File: config.mk
export PLATFORM = sky130hd
export DESIGN_NAME = ringtone_text_note_parser
export DESIGN_NICKNAME = d
export VERILOG_FILES = /design/src/sv/rtp_pkg.sv /design/src/sv/ringtone_text_note_parser.sv /design/src/sv/rtp_divider.sv /design/src/sv/rtp_ctrl.sv /design/src/sv/rtp_datapath.sv
export VERILOG_INCLUDE_DIRS = /design/src /design/src/sv
export SDC_FILE = /design/constraint.sdc
export NUM_CORES = 1
export LEC_CHECK = 0
export ABC_AREA = 1
export BUFFER_PORTS_ARGS = -buffer_cell sky130_fd_sc_hd__buf_2
export CAP_MARGIN = 20
export CORE_ASPECT_RATIO = 0.7
export CORE_MARGIN = 2
export CORE_UTILIZATION = 60
export CTS_BUF_LIST = sky130_fd_sc_hd__clkbuf_16
export CTS_CLUSTER_SIZE = 10
export DETAILED_ROUTE_END_ITERATION = 8
export GPL_TIMING_DRIVEN = 0
export PLACE_DENSITY_LB_ADDON = 0.2
export SYNTH_ARGS = -nofsm -noshare
export SYNTH_HDL_FRONTEND = slang
export SYNTH_SLANG_ARGS = --single-unit
export TNS_END_PERCENT = 100
File: constraint.sdc
create_clock -name clk -period 5.3 [get_ports clk]
set_input_delay 1.06 -clock clk [delete_from_list [all_inputs] [get_ports clk]]
set_output_delay 1.06 -clock clk [all_outputs]
set_load 0.02 [all_outputs]
File: src/sv/assert_macros.svh
// Assertion macros used by the ringtone parser RTL.
`ifndef ASSERT_MACROS_SVH
`define ASSERT_MACROS_SVH

`ifndef SYNTHESIS
// Implication checked in the same cycle.
`define RTP_ASSERT_IMPLIES(LBL, CLK, RSTN, ANTE, CONS, MSG) \
  LBL: assert property (@(posedge CLK) disable iff (!RSTN) (ANTE) |-> (CONS)) else $error(MSG);
// Implication checked in the next cycle.
`define RTP_ASSERT_NEXT(LBL, CLK, RSTN, ANTE, CONS, MSG) \
  LBL: assert property (@(posedge CLK) disable iff (!RSTN) (ANTE) |=> (CONS)) else $error(MSG);
`else
`define RTP_ASSERT_IMPLIES(LBL, CLK, RSTN, ANTE, CONS, MSG)
`define RTP_ASSERT_NEXT(LBL, CLK, RSTN, ANTE, CONS, MSG)
`endif

`endif

File: src/sv/rtp_pkg.sv
// Shared types, constants and the note letter table of the ringtone parser.
`default_nettype none

package rtp_pkg;

  // Field widths.
  localparam int CHAR_W     = 8;
  localparam int SEMI_W     = 4;
  localparam int OCT_W      = 4;
  localparam int DUR_W      = 19;
  localparam int ACC_W      = 16;
  localparam int LEN_W      = 8;
  localparam int DOCT_W     = 3;
  localparam int BPM_W      = 10;
  localparam int SHIFT_W    = 2;
  localparam int CFG_IDX_W  = 2;
  localparam int CFG_DATA_W = 10;
  localparam int PH_W       = 3;
  localparam int KEY_W      = 2;

  // Divider sizing: one quotient bit per iteration.
  localparam int DIV_STEPS = DUR_W;
  localparam int DIV_CNT_W = $clog2(DIV_STEPS + 1);

  localparam logic [DUR_W-1:0] DUR_ALL_ONES = '1;
  localparam logic [DUR_W-1:0] MS_PER_MIN   = 19'd60000;
  localparam logic [ACC_W-1:0] ACC_MAX      = '1;
  localparam logic [OCT_W-1:0] OCT_NONE     = 4'hF;

  // Parse phases.
  localparam logic [PH_W-1:0] PH_NAME   = 3'd0;
  localparam logic [PH_W-1:0] PH_HEADER = 3'd1;
  localparam logic [PH_W-1:0] PH_LEN    = 3'd2;
  localparam logic [PH_W-1:0] PH_LETTER = 3'd3;
  localparam logic [PH_W-1:0] PH_SHARP  = 3'd4;
  localparam logic [PH_W-1:0] PH_OCT    = 3'd5;

  // Header keys.
  localparam logic [KEY_W-1:0] KEY_NONE = 2'd0;
  localparam logic [KEY_W-1:0] KEY_D    = 2'd1;
  localparam logic [KEY_W-1:0] KEY_O    = 2'd2;
  localparam logic [KEY_W-1:0] KEY_B    = 2'd3;

  // Configuration register indexes and reset values.
  localparam logic [CFG_IDX_W-1:0] CFG_DEF_DURATION = 2'd0;
  localparam logic [CFG_IDX_W-1:0] CFG_DEF_OCTAVE   = 2'd1;
  localparam logic [CFG_IDX_W-1:0] CFG_DEF_TEMPO    = 2'd2;
  localparam logic [CFG_IDX_W-1:0] CFG_OCT_SHIFT    = 2'd3;

  localparam logic [LEN_W-1:0]   RST_DEF_DURATION = 8'd4;
  localparam logic [DOCT_W-1:0]  RST_DEF_OCTAVE   = 3'd6;
  localparam logic [BPM_W-1:0]   RST_DEF_TEMPO    = 10'd63;
  localparam logic [SHIFT_W-1:0] RST_OCT_SHIFT    = 2'd0;

  // Character codes (lower case letters are compared after folding).
  localparam logic [CHAR_W-1:0] CH_COLON = 8'h3A;
  localparam logic [CHAR_W-1:0] CH_COMMA = 8'h2C;
  localparam logic [CHAR_W-1:0] CH_SPACE = 8'h20;
  localparam logic [CHAR_W-1:0] CH_HASH  = 8'h23;
  localparam logic [CHAR_W-1:0] CH_DOT   = 8'h2E;
  localparam logic [CHAR_W-1:0] CH_ZERO  = 8'h30;
  localparam logic [CHAR_W-1:0] CH_NINE  = 8'h39;
  localparam logic [CHAR_W-1:0] CH_CASE  = 8'h20;
  localparam logic [CHAR_W-1:0] CH_LC_A  = 8'h61;
  localparam logic [CHAR_W-1:0] CH_LC_B  = 8'h62;
  localparam logic [CHAR_W-1:0] CH_LC_C  = 8'h63;
  localparam logic [CHAR_W-1:0] CH_LC_D  = 8'h64;
  localparam logic [CHAR_W-1:0] CH_LC_E  = 8'h65;
  localparam logic [CHAR_W-1:0] CH_LC_F  = 8'h66;
  localparam logic [CHAR_W-1:0] CH_LC_G  = 8'h67;
  localparam logic [CHAR_W-1:0] CH_LC_O  = 8'h6F;

  // Controller to datapath commands.
  typedef struct packed {
    logic accept;
    logic div_start;
    logic tempo_load;
    logic out_load;
  } rtp_cmd_t;

  // Datapath to controller status.
  typedef struct packed {
    logic need_div;
    logic div_note;
  } rtp_status_t;

  // Semitone of a folded note letter; anything else is a rest.
  function automatic logic [SEMI_W-1:0] letter_code(input logic [CHAR_W-1:0] lc);
    logic [SEMI_W-1:0] code;
    case (lc)
      CH_LC_C: code = 4'd1;
      CH_LC_D: code = 4'd3;
      CH_LC_E: code = 4'd5;
      CH_LC_F: code = 4'd6;
      CH_LC_G: code = 4'd8;
      CH_LC_A: code = 4'd10;
      CH_LC_B: code = 4'd12;
      default: code = 4'd0;
    endcase
    return code;
  endfunction

endpackage

`default_nettype wire

File: src/sv/ringtone_text_note_parser.sv
// Ringtone text note parser: takes the song text one character per word and
// gives one word per note with semitone, octave and duration in milliseconds.
// A character that neither ends a note nor sets the tempo is taken without a
// division. The ':' that ends the song name, the separator that commits a b=
// pair, and a character that ends a note each take the character, launch the
// shared divider, run the iterations of that restoring divider (one quotient
// bit per cycle) and store its result. A finished note waits in the output
// register while the next characters are taken; if a second note finishes
// before the first is taken, intake pauses until then.
// Configuration writes are always ready.
`default_nettype none

module ringtone_text_note_parser
  import rtp_pkg::*;
(
  input  wire logic                  clk,
  input  wire logic                  rst_n,
  input  wire logic                  in_valid,
  output logic                       in_stall,
  input  wire logic [CHAR_W-1:0]     in_character,
  input  wire logic                  in_last_char,
  output logic                       out_valid,
  input  wire logic                  out_stall,
  output logic [SEMI_W-1:0]          out_semitone,
  output logic [OCT_W-1:0]           out_octave,
  output logic [DUR_W-1:0]           out_duration_ms,
  output logic                       out_song_end,
  input  wire logic                  cfg_valid,
  output logic                       cfg_ready,
  input  wire logic [CFG_IDX_W-1:0]  cfg_index,
  input  wire logic [CFG_DATA_W-1:0] cfg_data
);

  rtp_cmd_t         cmd;
  rtp_status_t      st;
  logic             div_done;
  logic [DUR_W-1:0] div_dividend;
  logic [ACC_W-1:0] div_divisor;
  logic [DUR_W-1:0] div_quotient;

  assign cfg_ready = 1'b1;

  // Sequencing.
  rtp_ctrl u_ctrl (
    .clk       (clk),
    .rst_n     (rst_n),
    .in_valid  (in_valid),
    .in_stall  (in_stall),
    .out_valid (out_valid),
    .out_stall (out_stall),
    .st        (st),
    .div_done  (div_done),
    .cmd       (cmd)
  );

  // Parsing and result registers.
  rtp_datapath u_dp (
    .clk             (clk),
    .rst_n           (rst_n),
    .cfg_we          (cfg_valid && cfg_ready),
    .cfg_index       (cfg_index),
    .cfg_data        (cfg_data),
    .in_character    (in_character),
    .in_last_char    (in_last_char),
    .cmd             (cmd),
    .st              (st),
    .div_dividend    (div_dividend),
    .div_divisor     (div_divisor),
    .div_quotient    (div_quotient),
    .out_semitone    (out_semitone),
    .out_octave      (out_octave),
    .out_duration_ms (out_duration_ms),
    .out_song_end    (out_song_end)
  );

  // Shared divider for tempo and note length.
  rtp_divider u_div (
    .clk      (clk),
    .rst_n    (rst_n),
    .start    (cmd.div_start),
    .dividend (div_dividend),
    .divisor  (div_divisor),
    .done     (div_done),
    .quotient (div_quotient)
  );

endmodule

`default_nettype wire

File: src/sv/rtp_divider.sv
// Restoring divider, one quotient bit per cycle.
`default_nettype none

module rtp_divider
  import rtp_pkg::*;
(
  input  wire logic             clk,
  input  wire logic             rst_n,
  input  wire logic             start,
  input  wire logic [DUR_W-1:0] dividend,
  input  wire logic [ACC_W-1:0] divisor,
  output logic                  done,
  output logic [DUR_W-1:0]      quotient
);

  logic                 busy_r;
  logic [DIV_CNT_W-1:0] cnt_r;
  logic                 done_r;
  logic [DUR_W-1:0]     quo_r;
  logic [ACC_W-1:0]     rem_r;
  logic [ACC_W-1:0]     dvs_r;

  logic [ACC_W:0]       trial;
  logic [ACC_W:0]       diff;
  logic                 fits;
  logic [ACC_W-1:0]     rem_nxt;
  logic [DUR_W-1:0]     quo_nxt;

  // Shift the next dividend bit into the remainder and try a subtract.
  always_comb begin
    trial   = {rem_r, quo_r[DUR_W-1]};
    diff    = trial - {1'b0, dvs_r};
    fits    = (trial >= {1'b0, dvs_r});
    rem_nxt = fits ? diff[ACC_W-1:0] : trial[ACC_W-1:0];
    quo_nxt = {quo_r[DUR_W-2:0], fits};
  end

  // Iteration control.
  always_ff @(posedge clk) begin
    if (!rst_n) begin
      busy_r <= 1'b0;
      cnt_r  <= '0;
      done_r <= 1'b0;
    end else if (start) begin
      busy_r <= 1'b1;
      cnt_r  <= DIV_CNT_W'(DIV_STEPS);
      done_r <= 1'b0;
    end else if (busy_r) begin
      cnt_r  <= cnt_r - 1'b1;
      busy_r <= (cnt_r != DIV_CNT_W'(1));
      done_r <= (cnt_r == DIV_CNT_W'(1));
    end else begin
      done_r <= 1'b0;
    end
  end

  // Operand and partial result registers.
  always_ff @(posedge clk) begin
    if (start) begin
      quo_r <= dividend;
      rem_r <= '0;
      dvs_r <= divisor;
    end else if (busy_r) begin
      quo_r <= quo_nxt;
      rem_r <= rem_nxt;
    end
  end

  assign done     = done_r;
  assign quotient = quo_r;

endmodule

`default_nettype wire

File: src/sv/rtp_ctrl.sv
// Controller that sequences character intake, division and result handoff.
`default_nettype none
`include "assert_macros.svh"

module rtp_ctrl
  import rtp_pkg::*;
(
  input  wire logic  clk,
  input  wire logic  rst_n,
  input  wire logic  in_valid,
  output logic       in_stall,
  output logic       out_valid,
  input  wire logic  out_stall,
  input  rtp_status_t st,
  input  wire logic  div_done,
  output rtp_cmd_t   cmd
);

  localparam logic [1:0] ST_IDLE   = 2'd0;
  localparam logic [1:0] ST_LAUNCH = 2'd1;
  localparam logic [1:0] ST_DIV    = 2'd2;
  localparam logic [1:0] ST_HOLD   = 2'd3;

  logic [1:0] state_r, state_nxt;
  logic       out_valid_r, out_valid_nxt;
  logic       out_free;

  // Next state and commands.
  always_comb begin
    cmd       = '0;
    state_nxt = state_r;
    out_free  = !out_valid_r || !out_stall;
    case (state_r)
      ST_IDLE: begin
        cmd.accept = in_valid;
        if (in_valid && st.need_div) begin
          state_nxt = ST_LAUNCH;
        end
      end
      ST_LAUNCH: begin
        cmd.div_start = 1'b1;
        state_nxt     = ST_DIV;
      end
      ST_DIV: begin
        if (div_done) begin
          if (!st.div_note) begin
            cmd.tempo_load = 1'b1;
            state_nxt      = ST_IDLE;
          end else if (out_free) begin
            cmd.out_load = 1'b1;
            state_nxt    = ST_IDLE;
          end else begin
            state_nxt = ST_HOLD;
          end
        end
      end
      ST_HOLD: begin
        if (out_free) begin
          cmd.out_load = 1'b1;
          state_nxt    = ST_IDLE;
        end
      end
      default: begin
        state_nxt = ST_IDLE;
      end
    endcase

    // Result word stays until the consumer takes it.
    if (cmd.out_load) begin
      out_valid_nxt = 1'b1;
    end else if (!out_stall) begin
      out_valid_nxt = 1'b0;
    end else begin
      out_valid_nxt = out_valid_r;
    end
  end

  always_ff @(posedge clk) begin
    if (!rst_n) begin
      state_r     <= ST_IDLE;
      out_valid_r <= 1'b0;
    end else begin
      state_r     <= state_nxt;
      out_valid_r <= out_valid_nxt;
    end
  end

  assign in_stall  = (state_r != ST_IDLE);
  assign out_valid = out_valid_r;

  // The divider only finishes while the controller waits for it.
  `RTP_ASSERT_IMPLIES(a_done_in_div, clk, rst_n, div_done, state_r == ST_DIV, "divider done outside DIV")
  // A new result never overwrites one that is still waiting.
  `RTP_ASSERT_IMPLIES(a_load_free, clk, rst_n, cmd.out_load, !out_valid_r || !out_stall, "result overwritten")
  // A launch is always followed by the wait for the divider.
  `RTP_ASSERT_NEXT(a_launch_div, clk, rst_n, state_r == ST_LAUNCH, state_r == ST_DIV, "launch not followed by DIV")

endmodule

`default_nettype wire

File: src/sv/rtp_datapath.sv
// Character decoder, parse state, configuration registers and result registers.
`default_nettype none

module rtp_datapath
  import rtp_pkg::*;
(
  input  wire logic                  clk,
  input  wire logic                  rst_n,
  input  wire logic                  cfg_we,
  input  wire logic [CFG_IDX_W-1:0]  cfg_index,
  input  wire logic [CFG_DATA_W-1:0] cfg_data,
  input  wire logic [CHAR_W-1:0]     in_character,
  input  wire logic                  in_last_char,
  input  rtp_cmd_t                   cmd,
  output rtp_status_t                st,
  output logic [DUR_W-1:0]           div_dividend,
  output logic [ACC_W-1:0]           div_divisor,
  input  wire logic [DUR_W-1:0]      div_quotient,
  output logic [SEMI_W-1:0]          out_semitone,
  output logic [OCT_W-1:0]           out_octave,
  output logic [DUR_W-1:0]           out_duration_ms,
  output logic                       out_song_end
);

  // Configuration registers.
  logic [LEN_W-1:0]   cfg_dur_r;
  logic [DOCT_W-1:0]  cfg_oct_r;
  logic [BPM_W-1:0]   cfg_tempo_r;
  logic [SHIFT_W-1:0] cfg_shift_r;

  // Parse state.
  logic [PH_W-1:0]   phase_r, phase_nxt;
  logic [KEY_W-1:0]  key_r, key_nxt;
  logic [ACC_W-1:0]  acc_r, acc_nxt;
  logic [SEMI_W-1:0] code_r, code_nxt;
  logic [OCT_W-1:0]  octd_r, octd_nxt;
  logic              dot_r, dot_nxt;
  logic [LEN_W-1:0]  sdl_r, sdl_nxt;
  logic [DOCT_W-1:0] sdo_r, sdo_nxt;
  logic [DUR_W-1:0]  whole_r;

  // Division operands and the note waiting for its duration.
  logic              div_note_r;
  logic [DUR_W-1:0]  dvd_r;
  logic [ACC_W-1:0]  dvs_r;
  logic              force_r;
  logic              pdot_r;
  logic [SEMI_W-1:0] psemi_r;
  logic [OCT_W-1:0]  poct_r;
  logic              pend_r;

  // Result registers.
  logic [SEMI_W-1:0] out_semitone_r;
  logic [OCT_W-1:0]  out_octave_r;
  logic [DUR_W-1:0]  out_duration_r;
  logic              out_song_end_r;

  // Decode helpers.
  logic [CHAR_W-1:0] lc;
  logic              is_digit;
  logic [3:0]        dval;
  logic [ACC_W+3:0]  acc_mul;
  logic [ACC_W-1:0]  acc_add;

  logic              tempo_req;
  logic [ACC_W-1:0]  tempo_bpm;
  logic              emit;
  logic              clear;
  logic [SEMI_W-1:0] emit_code;
  logic [ACC_W-1:0]  emit_acc;
  logic [OCT_W-1:0]  emit_octd;
  logic              emit_dot;
  logic [ACC_W-1:0]  emit_len;
  logic [OCT_W-1:0]  emit_oct_base;
  logic [OCT_W-1:0]  emit_oct;

  logic [DUR_W:0]    dur_sum;
  logic [DUR_W-1:0]  dur_note;

  // Saturating decimal accumulate.
  always_comb begin
    lc       = in_character | CH_CASE;
    is_digit = (in_character >= CH_ZERO) && (in_character <= CH_NINE);
    dval     = in_character[3:0];
    acc_mul  = {1'b0, acc_r, 3'b000} + {3'b000, acc_r, 1'b0} + {16'h0000, dval};
    acc_add  = (acc_mul[ACC_W+3:ACC_W] != 4'h0) ? ACC_MAX : acc_mul[ACC_W-1:0];
  end

  // Parse step for one character.
  always_comb begin
    phase_nxt = phase_r;
    key_nxt   = key_r;
    acc_nxt   = acc_r;
    code_nxt  = code_r;
    octd_nxt  = octd_r;
    dot_nxt   = dot_r;
    sdl_nxt   = sdl_r;
    sdo_nxt   = sdo_r;
    tempo_req = 1'b0;
    tempo_bpm = acc_r;
    emit      = 1'b0;
    clear     = 1'b0;

    case (phase_r)
      PH_NAME: begin
        if (in_character == CH_COLON) begin
          sdl_nxt   = cfg_dur_r;
          sdo_nxt   = cfg_oct_r;
          tempo_req = 1'b1;
          tempo_bpm = {{(ACC_W-BPM_W){1'b0}}, cfg_tempo_r};
          key_nxt   = KEY_NONE;
          clear     = 1'b1;
          phase_nxt = PH_HEADER;
        end
      end
      PH_HEADER: begin
        if (lc == CH_LC_D) begin
          key_nxt = KEY_D;
          acc_nxt = '0;
        end else if (lc == CH_LC_O) begin
          key_nxt = KEY_O;
          acc_nxt = '0;
        end else if (lc == CH_LC_B) begin
          key_nxt = KEY_B;
          acc_nxt = '0;
        end else if (is_digit) begin
          acc_nxt = acc_add;
        end else if (in_character == CH_COMMA || in_character == CH_COLON) begin
          // Commit the pending key=value pair.
          case (key_r)
            KEY_D: begin
              if (acc_r != '0) begin
                sdl_nxt = (acc_r > ACC_W'(255)) ? '1 : acc_r[LEN_W-1:0];
              end
            end
            KEY_O: begin
              if (acc_r >= ACC_W'(3) && acc_r <= ACC_W'(7)) begin
                sdo_nxt = acc_r[DOCT_W-1:0];
              end
            end
            KEY_B: begin
              tempo_req = 1'b1;
              tempo_bpm = acc_r;
            end
            default: begin
            end
          endcase
          key_nxt = KEY_NONE;
          acc_nxt = '0;
          if (in_character == CH_COLON) begin
            clear     = 1'b1;
            phase_nxt = PH_LEN;
          end
        end
      end
      default: begin
        // Note phases.
        if (in_character == CH_COMMA) begin
          emit      = 1'b1;
          clear     = 1'b1;
          phase_nxt = PH_LEN;
        end else begin
          if (phase_r == PH_LEN) begin
            if (is_digit) begin
              acc_nxt = acc_add;
            end else if (in_character != CH_SPACE) begin
              code_nxt  = letter_code(lc);
              phase_nxt = PH_LETTER;
            end
          end else if (in_character == CH_HASH) begin
            if (phase_r == PH_LETTER) begin
              if (code_r != '0) begin
                code_nxt = code_r + 1'b1;
              end
              phase_nxt = PH_SHARP;
            end
          end else if (in_character == CH_DOT) begin
            dot_nxt = 1'b1;
            if (phase_r == PH_LETTER) begin
              phase_nxt = PH_SHARP;
            end
          end else if (is_digit) begin
            if (phase_r == PH_LETTER || phase_r == PH_SHARP) begin
              octd_nxt  = dval;
              phase_nxt = PH_OCT;
            end
          end
          if (in_last_char) begin
            emit  = 1'b1;
            clear = 1'b1;
          end
        end
      end
    endcase

    // The note as it stands before it is cleared.
    emit_code = code_nxt;
    emit_acc  = acc_nxt;
    emit_octd = octd_nxt;
    emit_dot  = dot_nxt;

    // The last character always returns to the name phase.
    if (in_last_char) begin
      key_nxt   = KEY_NONE;
      clear     = 1'b1;
      phase_nxt = PH_NAME;
    end
    if (clear) begin
      acc_nxt  = '0;
      code_nxt = '0;
      octd_nxt = OCT_NONE;
      dot_nxt  = 1'b0;
    end
  end

  // Note length divisor and octave of the finished note.
  always_comb begin
    emit_len      = (emit_acc != '0) ? emit_acc : {{(ACC_W-LEN_W){1'b0}}, sdl_r};
    emit_oct_base = (emit_octd == OCT_NONE) ? {1'b0, sdo_r} : emit_octd;
    emit_oct      = emit_oct_base + {{(OCT_W-SHIFT_W){1'b0}}, cfg_shift_r};
  end

  // Configuration writes.
  always_ff @(posedge clk) begin
    if (!rst_n) begin
      cfg_dur_r   <= RST_DEF_DURATION;
      cfg_oct_r   <= RST_DEF_OCTAVE;
      cfg_tempo_r <= RST_DEF_TEMPO;
      cfg_shift_r <= RST_OCT_SHIFT;
    end else if (cfg_we) begin
      case (cfg_index)
        CFG_DEF_DURATION: cfg_dur_r   <= cfg_data[LEN_W-1:0];
        CFG_DEF_OCTAVE:   cfg_oct_r   <= cfg_data[DOCT_W-1:0];
        CFG_DEF_TEMPO:    cfg_tempo_r <= cfg_data[BPM_W-1:0];
        CFG_OCT_SHIFT:    cfg_shift_r <= cfg_data[SHIFT_W-1:0];
        default: begin
        end
      endcase
    end
  end

  // Parse state update on each accepted character.
  always_ff @(posedge clk) begin
    if (!rst_n) begin
      phase_r    <= PH_NAME;
      key_r      <= KEY_NONE;
      acc_r      <= '0;
      code_r     <= '0;
      octd_r     <= OCT_NONE;
      dot_r      <= 1'b0;
      sdl_r      <= '0;
      sdo_r      <= '0;
      div_note_r <= 1'b0;
    end else if (cmd.accept) begin
      phase_r    <= phase_nxt;
      key_r      <= key_nxt;
      acc_r      <= acc_nxt;
      code_r     <= code_nxt;
      octd_r     <= octd_nxt;
      dot_r      <= dot_nxt;
      sdl_r      <= sdl_nxt;
      sdo_r      <= sdo_nxt;
      div_note_r <= emit;
    end
  end

  // Whole-note time is four times the quotient of 60000 by the tempo, or all ones for a zero tempo.
  always_ff @(posedge clk) begin
    if (!rst_n) begin
      whole_r <= '0;
    end else if (cmd.tempo_load) begin
      whole_r <= force_r ? DUR_ALL_ONES : {div_quotient[DUR_W-3:0], 2'b00};
    end
  end

  // Division operands and the pending note.
  always_ff @(posedge clk) begin
    if (cmd.accept) begin
      if (emit) begin
        dvd_r   <= whole_r;
        dvs_r   <= emit_len;
        force_r <= (whole_r == DUR_ALL_ONES) || (emit_len == '0);
      end else begin
        dvd_r   <= MS_PER_MIN;
        dvs_r   <= tempo_bpm;
        force_r <= (tempo_bpm == '0);
      end
      pdot_r  <= emit_dot;
      psemi_r <= emit_code;
      poct_r  <= emit_oct;
      pend_r  <= in_last_char;
    end
  end

  // Dotted notes add half; saturate to all ones.
  always_comb begin
    dur_sum  = {1'b0, div_quotient} +
               (pdot_r ? {2'b00, div_quotient[DUR_W-1:1]} : '0);
    dur_note = (force_r || dur_sum[DUR_W]) ? DUR_ALL_ONES : dur_sum[DUR_W-1:0];
  end

  // Result registers.
  always_ff @(posedge clk) begin
    if (cmd.out_load) begin
      out_semitone_r <= psemi_r;
      out_octave_r   <= poct_r;
      out_duration_r <= dur_note;
      out_song_end_r <= pend_r;
    end
  end

  assign st.need_div     = emit || tempo_req;
  assign st.div_note     = div_note_r;
  assign div_dividend    = dvd_r;
  assign div_divisor     = dvs_r;
  assign out_semitone    = out_semitone_r;
  assign out_octave      = out_octave_r;
  assign out_duration_ms = out_duration_r;
  assign out_song_end    = out_song_end_r;

endmodule

`default_nettype wire
# Word-level counts from Yosys, hierarchy flattened
# Cells that the tools add are included.
# Widths: inputs -> output; s select.
# op_classes
add_sub_neg	7
order_cmp	6
n_eq_ne	55
n_mux	130
bitwise_logic	2
reduce_logical	38
# ops
operator	n
$mux 16	15
$mux 3	25
$mux 4	18
$mux 8	9
$mux 19	3
$eq 7x6->1 const B	8
$mux 1	34
$eq 8x6->1 const B	4
$logic_not 16->1	2
$pmux 16 s2	1
$reduce_bool 16->1	2
$pmux 4 s7	1
$mux 2	13
$add 19x17->20	1
$add 19x20->20	1
$add 20x4->20	1
$reduce_and 10->1	2
$eq 19x19->1 const B	1
$mux 18	1
$ge 17x16->1	1
$ge 16x2->1 const B	1
$gt 16x8->1 const B	1
$le 16x3->1 const B	1
$ne 2x1->1 const B	8
other kinds (44)	84
# word_totals
reg_bits	219
out_inout_bits	31

# Depth between registers and ports, before layout
# Gate-level depths: netlist (run 1).
# depth
word_depth	14
mapped_depth	31
mapped_depth_nobuf	30

# Cells and area by module
# From an unflattened synthesis (run 1), not the netlist that was laid out.
# unflattened
hier_cells	1874
area_unflattened_um2	13829.5
# modules_own_cells
module	instances	cells_per_inst	area_each_um2
rtp_datapath	1	1377	10074.7
rtp_divider	1	457	3533.4
rtp_ctrl	1	38	210.2
ringtone_text_note_parser	1	2	11.3

# Worst setup path after synthesis (run 1)
# No wires, ideal clock.
# synth_timing
path_kind	input-to-reg
start	in in_character[3]
end	reg u_dp.force_r, data pin
setup_ns	0.252
arrival_time_ns	4.072
setup_slack_ns	0.976
path_stages	30
path_buffers	1
cell_sequence	fa_1 inv_1 fa_1 inv_1 nand2_1 nand2_1 nand3_1 nand2_2 nand2_2 nand2_1 nand2_1 nand2_1 nand2_2 nor2_4 buf_6 nand2_1 nand2_1 nand2_1 nor2_2 nand3_2 nor2_4 nand2_4 nor2_1 nor2_1 nand2_1 nor2_1 nand2_1 nand2_1 nand2_1 nand2_1
# synth_via
elab_chain_cells	13
word_cells_on_any_way	31
cone_classes	1 x add/sub; 2 x order compare; 5 x eq/ne; 16 x mux; 7 x reduce/logical
# synth_rtl
item	line	source
start, declared	ringtone_text_note_parser.sv:20	input wire logic [CHAR_W-1:0] in_character,
$add 20x4->20, or another cell as far along	rtp_datapath.sv:85	acc_mul = {1'b0, acc_r, 3'b000} + {3'b000, acc_r, 1'b0} + {16'h0000, dval};
$reduce_bool 4->1 / $logic_or 1x1->1 (equally long branches)	rtp_datapath.sv:86, rtp_datapath.sv:128	
$mux 16 (on tied branches)	rtp_datapath.sv:86, rtp_datapath.sv:128	
$mux 16	rtp_datapath.sv:126	end else if (is_digit) begin
$mux 16	rtp_datapath.sv:123	end else if (lc == CH_LC_B) begin
$mux 16	rtp_datapath.sv:120	end else if (lc == CH_LC_O) begin
$mux 16	rtp_datapath.sv:117	if (lc == CH_LC_D) begin
$pmux 16 s2	rtp_datapath.sv:104	case (phase_r)
$reduce_bool 16->1	rtp_datapath.sv:218	emit_len = (emit_acc != '0) ? emit_acc : {{(ACC_W-LEN_W){1'b0}}, sdl_r};
$mux 16	rtp_datapath.sv:218	
$logic_not 16->1	rtp_datapath.sv:282	force_r <= (whole_r == DUR_ALL_ONES) || (emit_len == '0);
$logic_or 1x1->1	rtp_datapath.sv:282	
$mux 1 *	rtp_datapath.sv:279	if (emit) begin
end signal, assigned	rtp_datapath.sv:282	
end signal, assigned	rtp_datapath.sv:286	force_r <= (tempo_bpm == '0);
end, declared	rtp_datapath.sv:46	logic force_r;
# Mark *: on every way between the ends. The rest lies on a longest branch, timed or not.
# A chain may end at the register's enable or synchronous reset.

# Final worst setup path (run 1)
# Ends and elaborated chain as after synthesis.

==> flow_summary.yaml, run 1 <==
timing:
  hold_violations: 0
  period_needed_ns: 4.64
  setup_viol: 0
  slew_headroom_pct: 33.2
  worstMarginPinSlew_ns: 0.998
  rsz0062_at_grt: "no"
  setup_tns_ns: 0
  fmax_mhz: 216
  slew_viol_final: 0
  fin_skew_ns: 0.0147
  fin_crit_sh_pct: 87.5
logic_synthesis:
  synth_fp_nets: 1738
  netlist_area_mm2: 0.0128
  synth.area.top_cells: "edfxtp_1 (25%), dfxtp_1 (17%), nand2_1 (12%), ha_1 (7.0%), inv_1 (6.7%)"
  synth_warnings: 0
  synth_flop_cell: "dfxtp_1"
  synth_edf_count: 108
  yosysUniqueCellTypes: 63
  ys_seq_area_share_pct: 42.5
  yosys-top-cells-count: "nand2_1 (419), inv_1 (229), nor2_1 (115)"
  synth.most_common_cell: "nand2_1"
  avgSynthCellArea_um2: 7.80
  synth.largest_area_cell: "edfxtp_1"
  async_flop_share_pct: 0
  ys_ff_latch: 217
  synth_top_cell_area_share_pct: 25.4
  syn_inst: 1636
cells_and_area:
  layout.nets: 1823
  layout-drive-gt1-share_pct: 8.63
  utilization_pct: 68.0
  final_area_mm2: 0.0141
  synthToLayoutAreaGrowth_pct: 10.9
  insertedDiodeCount: 0
  n_fill_cell: 1729
clock_network:
  htreeDepth: 1
  cts_root_buf: "clkbuf_16"
  cts_tree: "built"
  holdBufCountCts: 0
  postCtsSetupBuffers: 0
  clock_latency_ns: 0.53
  cts_made_buffers: 25
  cts.repair.resized: 0
  cts.path.max_buffers: 3
  path_clk_slew_ns: 0.05
  cts_sinks: 217
global_routing:
  grt_pass1_wl_um: 54200
  antenna_found_initial: 0
  grt_max_degree: 44
  track_usage_pct: 30.3
  grt_pass1_vias: 10657
  overflow: 0
critical_path:
  slowest_stage: "fa_1"
  crit_path_start_kind: "primary input"
  end_kind: "flip-flop"
  critical_path.top_delay_family: "simple AND/OR/NAND/NOR gates"
  arrival_ns: 4.92
  cp_data_required_time_ns: 5.58
  worstPathMaxFanout: 10
  crit_buf_inv: 4
  criticalPathCategory: "primary input to flip-flop"
  slowest_delay_ns: 0.57
  path_common_cell: "nand2_1"
die:
  row_count: 44
  coreArea_mm2: 0.0208
  io_pins: 57
  die-height_um: 126
  die_area_mm2: 0.0225
  die_w_um: 178
  start_util_pct: 61.3
placed_design:
  dp_hpwl_um: 24600
  io_buffers: 55
  placed_area_mm2: 0.0134
  place_congestion: 0.966
routing:
  drc_errors: 0
  first_pass_iters: 5
  drt-initial-drc-count: 1323
  avgRoutedWirePerCell_um: 16.6
  detail-route-antenna-nets: 0
  vias: 11591
  wl_um: 33500
  vias_per_cell: 5.75
power_and_ir_drop:
  ir_drop_v: 0.000376
  p_leak_nw: 6.57
  power.density_mw_per_mm2: 479
job:
  drv_cap: 0
hold_path:
  hp-class: "flip-flop to flip-flop"
status:
  status: "finished, final reports clean"
worst paths after layout:
path,slack (ns),depth (start not counted),from,end
setup / recovery,0.66,31,in_character[3],u_dp.force_r
hold / removal,0.42,0,u_dp.div_divisor[13],u_div.dvs_r[13]
hold reg to reg,0.42,0,u_dp.div_divisor[13],u_div.dvs_r[13]
setup reg to reg,0.76,20,u_dp.pdot_r,u_dp.out_duration_ms[9]
metrics by stage:
| step | hold slack, ns | std cells | setup WS (ns) | power (W) |
|---|---|---|---|---|
| 2_1_floorplan | 0.400 | 1636 | 0.976 | 0.00440 |
| 3_3_place_gp | 0.401 | 1967 | 0.282 | 0.00507 |
| 3_5_place_dp | 0.405 | 1969 | 0.219 | 0.00516 |
| 4_1_cts | 0.417 | 2014 | 0.759 | 0.00672 |
| 5_1_grt | 0.423 | 2015 | 0.348 | 0.00720 |
| 6_report | 0.416 | 2015 | 0.663 | 0.00677 |
per-layer routing:
layer | share of wire, % | GRT usage (%) | vias to the layer above
met5 | 0 | 0 | -
met4 | 1.4 | 5.88 | 0
met3 | 11 | 6.70 | 49
met2 | 41 | 44.8 | 592
met1 | 46 | 45.8 | 5336
li1 | - | - | 5614
sequential cells by signal, indices dropped and copies added (netlist names), 5 cells and up:
name	flops
u_div.cnt_r	5
u_div.rem_r	16
u_div.dvs_r	16
u_dp.cfg_tempo_r	10
u_dp.sdl_r	8
u_dp.cfg_dur_r	8
u_dp.div_divisor	16
u_dp.out_duration_ms	19
u_dp.acc_r	16
u_dp.whole_r	18
u_dp.div_dividend	18
u_div.quotient	19
final cells by class:
| type | instances | area [µm²] | area share (%) |
|---|---|---|---|
| sequential | 217 | 5430 | 38.4 |
| clock buffer | 25 | 626 | 4.42 |
| multi-input combinational | 1142 | 6270 | 44.4 |
| buffer | 39 | 171 | 1.21 |
| clock inverter | 20 | 91.3 | 0.646 |
| timing repair buffer | 58 | 315 | 2.23 |
| inverter | 238 | 895 | 6.33 |
| tap | 276 | 345 | 2.44 |
cells by family (layout without fill, tap and decap cells):
| family | Yosys count | in the layout | share of synthesized area, % |
|---|---|---|---|
| simple gates | 720 | 720 | 24.6 |
| compound gates | 302 | 302 | 13.7 |
| buf+inv | 277 | 380 | 8.36 |
| flops | 217 | 217 | 42.5 |
| fa+ha+maj | 76 | 76 | 7.75 |
| xor+xnor | 38 | 38 | 2.61 |
| mux | 5 | 5 | 0.402 |
| other cells | 1 | 1 | 0.0294 |
where the power goes:
group / internal (W) / total [W] / switching (W)
registers: 0.00229 / 0.00252 / 0.000235
logic: 0.000860 / 0.00273 / 0.00187
clock network: 0.000851 / 0.00152 / 0.000672
total: 0.00400 / 0.00677 / 0.00277
layout by cell type (no fill, tap or decap), types with 6 or more instances in the layout:
master,instances
nand2_2,12
nor2_2,7
buf_2,58
nor3_1,20
o211ai_1,7
nand4_1,15
o21ai_1,6
nand3b_1,14
inv_2,8
nor2_1,114
ha_1,71
nand2_1,419
dfxtp_1,109
nand3_1,86
o21bai_1,7
xor2_1,25
a21oi_1,108
or2_2,6
clkbuf_1,33
clkbuf_16,25
a221oi_1,19
inv_1,246
o21ai_0,111
xnor2_1,13
edfxtp_1,108
a31oi_1,8
Power figures use the tool's default switching activity.
==> run 2: changes to the inputs <==
--- a/config.mk
+++ b/config.mk
@@ -6,7 +6,6 @@
 export SDC_FILE = /design/constraint.sdc
 export NUM_CORES = 1
 export LEC_CHECK = 0
-export ABC_AREA = 1
 export BUFFER_PORTS_ARGS = -buffer_cell sky130_fd_sc_hd__buf_2
 export CAP_MARGIN = 20
 export CORE_ASPECT_RATIO = 0.7
==> flow_summary.yaml, run 2 <==
die:
  row_count: 44
  die-height_um: 125
  die_w_um: 177
  io_pins: 57
  coreArea_mm2: 0.0207
  die_area_mm2: 0.0222
  start_util_pct: 60.9
critical_path:
  crit_cells: 15
  crit_path_start: "in_character[3]"
  end_kind: "flip-flop"
  r2r_setup_slack_ns: 0.42
  slowest_delay_ns: 0.56
  reg2reg_from: "u_dp.acc_r[0]"
  worstSetupEndpoint: "u_dp.div_divisor[5]"
  critical_path.top_delay_family: "compound AO/OA/AOI/OAI gates"
  reg2reg_depth: 14
  worstPathMaxFanout: 9
  cp_cell_sequence: "buf_2 > fa_1 > inv_1 > fa_1 > nand2b_1 > a21o_1 > a211oi_4 > a31oi_1 > or2_1 > o311a_1 > nor3_4 > a32o_1 > or4b_1 > buf_2 > o21ai_1"
  crit_path_start_kind: "primary input"
  crit_buf_inv: 3
  cp_data_required_time_ns: 5.64
  criticalPathCategory: "primary input to flip-flop"
  arrival_ns: 5.40
  r2r-end: "u_dp.div_divisor[5]"
  slowest_stage: "fa_1"
routing:
  drc_errors: 0
  wl_um: 33500
  first_pass_iters: 6
  vias_per_cell: 6.25
  vias: 11272
  avgRoutedWirePerCell_um: 18.6
  detail-route-antenna-nets: 0
  drt-initial-drc-count: 1338
timing:
  fmax_mhz: 198
  worstMarginPinSlew_ns: 0.869
  period_needed_ns: 5.06
  setup_tns_ns: 0
  fin_skew_ns: 0.0355
  rsz0062_at_grt: "no"
  whs_ns: 0.414
  slew_headroom_pct: 41.5
  fin_crit_sh_pct: 95.5
  slew_viol_final: 0
  hold_violations: 0
  setup_viol: 0
logic_synthesis:
  synth.area.top_cells: "edfxtp_1 (26%), dfxtp_1 (17%), ha_1 (7.0%), nand2_1 (5.4%), nor2_1 (4.6%)"
  synth_warnings: 0
  synth_flop_cell: "dfxtp_1"
  netlist_area_mm2: 0.0126
  ys_seq_area_share_pct: 43.0
  synth_edf_count: 108
  syn_inst: 1424
  yosys-top-cells-count: "nand2_1 (181), nor2_1 (153), dfxtp_1 (109)"
  synth_top_cell_area_share_pct: 25.7
  synth_fp_nets: 1526
  async_flop_share_pct: 0
  yosysUniqueCellTypes: 78
  avgSynthCellArea_um2: 8.86
  ys_ff_latch: 217
  synth.most_common_cell: "nand2_1"
  synth.largest_area_cell: "edfxtp_1"
clock_network:
  cts.path.max_buffers: 3
  cts_made_buffers: 25
  cts_tree: "built"
  cts_root_buf: "clkbuf_16"
  cts_sinks: 217
  clock_latency_ns: 0.54
  holdBufCountCts: 0
  path_clk_slew_ns: 0.06
  htreeDepth: 1
cells_and_area:
  layout-drive-gt1-share_pct: 7.92
  layout.nets: 1612
  n_fill_cell: 1730
  final_cell_mix: "nand2_1 (181), nor2_1 (153), dfxtp_1 (109), edfxtp_1 (108), o21ai_0 (99)"
  insertedDiodeCount: 0
  final_common_cell: "nand2_1"
  synthToLayoutAreaGrowth_pct: 11.3
  final_area_mm2: 0.0140
  utilization_pct: 67.8
hold_path:
  hp-class: "flip-flop to flip-flop"
global_routing:
  grt_max_degree: 38
  grt_pass1_vias: 10354
  antenna_found_initial: 0
  grt_pass1_wl_um: 53800
  overflow: 0
  track_usage_pct: 30.2
power_and_ir_drop:
  ir_drop_v: 0.000283
  p_leak_nw: 5.59
  power.density_mw_per_mm2: 260
job:
  drv_cap: 0
placed_design:
  dp_hpwl_um: 24500
  placed_area_mm2: 0.0133
  place_congestion: 0.939
  io_buffers: 54
status:
  status: "finished, final reports clean"
==> run 2: cell count changes in the layout (fill, tap and decap cells not counted), sizes merged, moves of 17 or more <==
cell / previous run / this run
clkbuf: 58 / 84
or3: 0 / 17
nand2b: 0 / 17
nor2: 125 / 153
a221oi: 19 / 0
nand2: 432 / 182
inv: 255 / 77
mux2i: 4 / 37
and2: 2 / 39
nand3: 91 / 35
a22oi: 1 / 24
a211oi: 2 / 28
==> run 2: cells by family (layout without fill, tap and decap cells) <==
logic type	count (synthesis)	count (layout)	synth area share, %
adder cells (fa/ha/maj)	76	76	7.84
multiplexers	40	40	3.20
AND/OR/NAND/NOR	552	552	20.9
AO/OA/AOI/OAI	377	377	18.9
XOR/XNOR	31	31	2.15
other	1	1	0.0297
flip-flops	217	217	43.0
buffers and inverters	130	233	3.98
==> run 2: how the worst min path moves through the flow <==
stage | cells past startpoint | end | startpoint
floorplan | 0 | u_div.dvs_r[0] | u_dp.div_divisor[0]
global placement | 0 | u_div.dvs_r[0] | u_dp.div_divisor[0]
detailed placement | 0 | u_div.dvs_r[9] | u_dp.div_divisor[9]
CTS | 0 | u_div.dvs_r[9] | u_dp.div_divisor[9]
global route | 0 | u_div.dvs_r[10] | u_dp.div_divisor[10]
finish | 0 | u_div.dvs_r[9] | u_dp.div_divisor[9]
==> run 2: power breakdown <==
part | total [W] | internal, W | switching (W)
Combinational | 0.000314 | 0.000118 | 0.000196
Sequential | 0.00181 | 0.00179 | 0.0000229
Clock | 0.00152 | 0.000850 | 0.000670
==> run 2: final cells by class <==
cell class	count	area, µm²	share of cell area, %
well taps	276	345	2.46
flip-flops and latches	217	5430	38.6
plain buffers	71	282	2.01
inverters	59	221	1.58
multi-input cells	1077	6710	47.8
clock inverters	19	87.6	0.624
clock buffers	25	626	4.46
repair buffers	59	343	2.44
==> run 2: repair_timing <==
| item | CTS | global route |
|---|---|---|
| setup buffers | 0 | 0 |
| gates resized for setup | 0 | 2 |
| setup endpoints to repair | 0 | 9 |
==> run 2: layer usage <==
metal | wire, µm | GRT usage (%)
met5 | 0 | 0
met4 | 693 | 6.80
met3 | 3190 | 5.20
met2 | 13900 | 42.8
met1 | 15700 | 47.8
==> run 2: metrics by stage <==
| step | setup WS, ns | total power (W) | cells |
|---|---|---|---|
| 3_3_place_gp | -0.322 | 0.00214 | 1754 |
| 3_5_place_dp | -0.371 | 0.00215 | 1758 |
| 4_1_cts | 0.155 | 0.00365 | 1802 |
| 5_1_grt | 0.00333 | 0.00377 | 1803 |
| 2_1_floorplan | 0.420 | 0.00206 | 1424 |
| 6_report | 0.239 | 0.00364 | 1803 |
